$ cat src/sv/dht_pkg.sv
`default_nettype none
package dht_pkg;
  localparam int ID_W = 24;
  localparam int HEAD_W = 64;
  localparam int TAIL_W = 16;
  localparam int CNT_W = 11;

  localparam logic [1:0] CMD_INSERT = 2'd0;
  localparam logic [1:0] CMD_UPSERT = 2'd1;
  localparam logic [1:0] CMD_BY_NAME = 2'd2;
  localparam logic [1:0] CMD_BY_ID = 2'd3;

  localparam logic [1:0] ST_OK = 2'd0;
  localparam logic [1:0] ST_MISS = 2'd1;
  localparam logic [1:0] ST_INVALID = 2'd2;
  localparam logic [1:0] ST_FULL = 2'd3;

  // Configuration register addresses.
  localparam logic [1:0] REG_MAX_ENTRIES = 2'd0;

  localparam logic [31:0] DJB_SEED = 32'd5381;
  localparam logic [31:0] ID_MULT = 32'd2654435761;
  localparam logic [CNT_W-1:0] MAX_RESET = 11'd716;
  localparam logic [7:0] CH_SPACE = 8'h20;

  // Controller to datapath commands.
  typedef struct packed {
    logic load;       // latch input item, start key build
    logic key_step;   // one normalizer character step
    logic id_start;   // load id probe pointer
    logic id_rd;      // issue id table read
    logic id_adv;     // advance id probe
    logic nm_start;
    logic nm_rd;
    logic nm_adv;
    logic commit;     // write tables
    logic finish;     // build result
  } dht_cmd_t;

  // Datapath to controller status.
  typedef struct packed {
    logic key_done;
    logic klen_zero;
    logic id_zero;
    logic id_hit;     // slot matches or empty
    logic id_empty;
    logic id_wrap;    // all slots probed
    logic nm_hit;
    logic nm_empty;
    logic nm_wrap;
    logic cnt_full;
  } dht_sts_t;

  function automatic logic is_blank(input logic [7:0] c);
    return (c == 8'h20) || (c >= 8'h09 && c <= 8'h0D);
  endfunction
endpackage
`default_nettype wire

$ cat src/sv/dht_ctrl.sv
`default_nettype none
module dht_ctrl #(
  parameter int TABLE_SLOTS = 1024
) (
  input  wire logic clk,
  input  wire logic rst,
  input  wire logic in_fire,
  input  wire logic [1:0] in_cmd,
  input  wire dht_pkg::dht_sts_t sts,
  output dht_pkg::dht_cmd_t cmd_o,
  output logic busy,
  output logic res_load,
  output logic [1:0] res_status,
  output logic res_found,
  output logic cnt_inc
);
  typedef enum logic [3:0] {
    S_IDLE, S_KEY, S_HASH, S_IDRD, S_IDCHK, S_NMRD, S_NMCHK, S_COMMIT, S_DONE
  } state_t;
  state_t state;
  logic [1:0] c;
  logic [1:0] st;
  logic fnd;

  always_comb begin
    cmd_o = '0;
    cmd_o.load = in_fire;
    cmd_o.key_step = (state == S_KEY);
    cmd_o.id_start = (state == S_HASH);
    cmd_o.nm_start = (state == S_HASH);
    cmd_o.id_rd = (state == S_IDRD);
    cmd_o.nm_rd = (state == S_NMRD);
    cmd_o.id_adv = (state == S_IDCHK) && !sts.id_hit && !sts.id_wrap;
    cmd_o.nm_adv = (state == S_NMCHK) && !sts.nm_hit && !sts.nm_wrap;
    cmd_o.commit = (state == S_COMMIT);
    cmd_o.finish = (state == S_DONE);
  end

  assign busy = (state != S_IDLE);
  assign res_status = st;
  assign res_found = fnd;
  assign res_load = (state == S_DONE);
  assign cnt_inc = (state == S_COMMIT) && sts.id_empty;

  always_ff @(posedge clk) begin
    if (rst) begin
      state <= S_IDLE;
      c <= '0;
      st <= '0;
      fnd <= 1'b0;
    end else begin
      case (state)
        S_IDLE: if (in_fire) begin
          c <= in_cmd;
          st <= dht_pkg::ST_OK;
          fnd <= 1'b0;
          state <= S_KEY;
        end
        S_KEY: if (sts.key_done) state <= S_HASH;
        S_HASH: begin
          // Hash product settled during key build.
          if (c == dht_pkg::CMD_BY_ID) begin
            if (sts.id_zero) begin
              st <= dht_pkg::ST_INVALID;
              state <= S_DONE;
            end else state <= S_IDRD;
          end else if (c == dht_pkg::CMD_BY_NAME) begin
            if (sts.klen_zero) begin
              st <= dht_pkg::ST_INVALID;
              state <= S_DONE;
            end else state <= S_NMRD;
          end else if (sts.id_zero || sts.klen_zero) begin
            st <= dht_pkg::ST_INVALID;
            state <= S_DONE;
          end else state <= S_IDRD;
        end
        S_IDRD: state <= S_IDCHK;
        S_IDCHK: begin
          if (sts.id_hit) begin
            if (c == dht_pkg::CMD_BY_ID) begin
              if (sts.id_empty) st <= dht_pkg::ST_MISS;
              else fnd <= 1'b1;
              state <= S_DONE;
            end else if (sts.id_empty && sts.cnt_full) begin
              st <= dht_pkg::ST_FULL;
              state <= S_DONE;
            end else state <= S_NMRD;
          end else if (sts.id_wrap) begin
            st <= (c == dht_pkg::CMD_BY_ID) ? dht_pkg::ST_MISS : dht_pkg::ST_FULL;
            state <= S_DONE;
          end else state <= S_IDRD;
        end
        S_NMRD: state <= S_NMCHK;
        S_NMCHK: begin
          if (sts.nm_hit) begin
            if (c == dht_pkg::CMD_BY_NAME) begin
              if (sts.nm_empty) st <= dht_pkg::ST_MISS;
              else fnd <= 1'b1;
              state <= S_DONE;
            end else state <= S_COMMIT;
          end else if (sts.nm_wrap) begin
            st <= (c == dht_pkg::CMD_BY_NAME) ? dht_pkg::ST_MISS : dht_pkg::ST_FULL;
            state <= S_DONE;
          end else state <= S_NMRD;
        end
        S_COMMIT: state <= S_DONE;
        S_DONE: state <= S_IDLE;
        default: state <= S_IDLE;
      endcase
    end
  end
endmodule
`default_nettype wire

$ cat config.mk
export PLATFORM = sky130hd
export DESIGN_NAME = dht_ctrl
export DESIGN_NICKNAME = d
export VERILOG_FILES = /design/src/sv/dht_pkg.sv /design/src/sv/dht_ctrl.sv
export SDC_FILE = /design/constraint.sdc
export NUM_CORES = 1
export LEC_CHECK = 0
export BUFFER_PORTS_ARGS = -buffer_cell sky130_fd_sc_hd__buf_2
export CAP_MARGIN = 0
export CORE_MARGIN = 3
export CORE_UTILIZATION = 50
export CTS_CLUSTER_SIZE = 10
export DETAILED_ROUTE_END_ITERATION = 6
export PLACE_DENSITY = 0.81
export SLEW_MARGIN = 0
export SYNTH_ARGS = -nofsm -noshare
export SYNTH_HDL_FRONTEND = slang
export SYNTH_SLANG_ARGS = --single-unit
$ cat constraint.sdc
create_clock -name clk -period 3.15 [get_ports clk]
set_input_delay 0.63 -clock clk [delete_from_list [all_inputs] [get_ports clk]]
set_output_delay 0.63 -clock clk [all_outputs]
set_load 0.005 [all_outputs]
==> metrics.yaml <==
status: "completed"
critPathMaxFanout: 14
final_area_um2: 888
ir_drop_mv: 0.258
fin_tns_setup_ps: 0
max_stage_delay_ps: 590
drt-initial-drc-count: 38
ant_nets: 0
p_sw_mw: 0.153
hold_ws_ps: 478
synth_edf_count: 0
fin_nets: 142
worst_pin_slew_ps: 436
dr_total_vias: 834
cts_max_level: 1
drive_above_1_share_pct: 30.2
power_frac_seq_pct: 39.3
synthCells: 100
io_pins: 31
clk_latency_ps: 270
grt_max_degree: 15
cp-start-kind: "register"
fin_crit_ps: 2430
ys_warn_count: 0
drt_first_pass_iters: 4
rows: 13
avgSynthCellArea_um2: 7.48
dominantRegCellSynth: "dfxtp_1"
cts_made_buffers: 3
max_freq_mhz: 411
synth.largest_area_cell: "dfxtp_1"
synthToLayoutAreaGrowth_pct: 18.7
pwr-share-comb_pct: 36.5
multi_input_comb_area_um2: 494
syn_nets: 115
swShare_pct: 38.8
cts_tree: "yes"
worst_setup_hold_path_clk_slew_ps: 80
io_buffers: 30
wl_um: 1990
clockRootBuffer: "clkbuf_4"
post_cts_buffers: 0
cts.sinks: 9
synth_top_family_by_area: "simple AND/OR/NAND/NOR gates"
yosys.area_share.simple_pct: 34.1
synth_top_area_share_pct: 24.1
die_h_um: 44.7
hp-class: "reg2reg"
diodes: 0
antenna_found_initial: 0
slowest_stage: "dfxtp_1"
finalMaxSlewViolations: 0
maxCapViolCount: 0
period_share_pct: 77.2
hold_viol_final: 0
synth_compound_area_share_pct: 22.4
ys_seq_elements: 9
yosys.area_share.adder_pct: 0
fill_cells: 124
clock_path_buffers: 2
synth.area.mux_share_pct: 9.53
grt_overflow: 0
core-area_um2: 1350
initial_core_util_pct: 55.4
ys_async_sr_fraction_pct: 0
crit_arrival_ps: 1800
hold_buffers: 0
drt-vias-per-instance: 5.91
gp_congestion: 0.825
dp_hpwl_um: 1450
die_w_um: 44.7
slew_headroom_pct: 70.9
track_usage_pct: 21.8
p_int_mw: 0.242
synthTopCellsByArea: "dfxtp_1 (24%), mux2i_1 (8.0%), nor2_1 (6.5%)"
wl_per_cell_um: 14.1
p_clk_share_pct: 24.2
finClkSkew_ps: 12.4
dieArea_um2: 2000
drc: 0
endpoint_kind: "primary output"
setup_viol: 0
synth.most_common_cell: "nor2_1"
ys_top_cells_by_count: "nor2_1 (13), dfxtp_1 (9), a21oi_1 (7), nand2_1 (7)"
cts_resized: 0
crit_path_cell_trace: "nor2b_2 -> nand2_1 -> nor3_1 -> buf_2"
regArea_um2: 180
synth_xor_area_share_pct: 0
worstPathRequired_ps: 2520
seq_area_frac_synth_pct: 24.1
place_area_um2: 862
synth_cell_types: 39
path_class: "reg2out"
rsz0062_at_grt: "no"
grt_pass1_wl_um: 3180
power_leakage_nw: 0.413
powerDensity_nw_per_um2: 445
syn-cell-area_um2: 748
grt_pass1_vias: 723
-- metal layers --
layer | vias up | GRT usage, % | part of all wire (%)
met1 | 373 | 28.0 | 41
met4 | 0 | 10.2 | 0.40
met3 | 2 | 6.10 | 9.8
li1 | 406 | - | -
met2 | 53 | 33.2 | 49
met5 | - | 0 | 0
-- placed cells by master (no fill, tap or decap), types with 2 or more instances in the layout --
cell type	n
dfxtp_1	9
nand3_1	2
nand2b_1	6
mux2i_1	6
a21oi_1	7
a22oi_1	2
inv_1	4
nand4_1	2
buf_2	30
o21ai_0	4
nor4b_1	2
nor2_1	13
nor2b_1	3
nor3_1	4
clkbuf_4	3
nand2_1	7
-- flip-flops by register name, indices dropped and copies added, names as in the netlist --
register,flops
state,4
res_status,2
res_found,1
c,2
-- worst max-delay path: cells and delay by family, from the launching register on --
kind	cells	cell delay [ps]
simple gates	3	760
flops	1	590
buf+inv	1	170
-- power groups by stage --
stage               clock (mW)  combinational [mW]  sequential, mW
floorplan                    0               0.134           0.135
global placement             0               0.142           0.157
detailed placement           0               0.142           0.156
CTS                     0.0949               0.144           0.154
global route             0.102               0.160           0.157
finish                  0.0955               0.144           0.155
-- per-stage QoR --
step | std cells | util [%] | power [mW] | setup slack [ps]
after global routing | 141 | 65.8 | 0.419 | 590
after global placement | 137 | 63.9 | 0.298 | 1080
final | 141 | 65.8 | 0.395 | 719
after CTS | 141 | 65.8 | 0.393 | 730
after detailed placement | 137 | 63.9 | 0.299 | 1090
after floorplan | 100 | - | 0.269 | 1440
-- cells by family after synthesis --
logic type | after synthesis
simple gates | 47
flops | 9
compound gates | 24
buf+inv | 13
mux | 7
-- final timing paths --
path,startpoint,end,slack [ps],cells after the start
setup reg to reg,state[2],res_status[1],1320,5
setup / recovery,state[2],cmd_o[5],720,4
hold / removal,res_status[0],res_status[0],480,2
hold reg to reg,res_status[0],res_status[0],480,2
-- layout make-up --
cell class / instances / share of cell area, %
sequential: 9 / 20.3
tap: 15 / 2.11
timing repair buffer: 30 / 16.9
multi-input combinational: 78 / 55.6
clock buffer: 4 / 2.96
inverter: 5 / 2.11
Note: power is estimated with default switching activity, not from simulation.
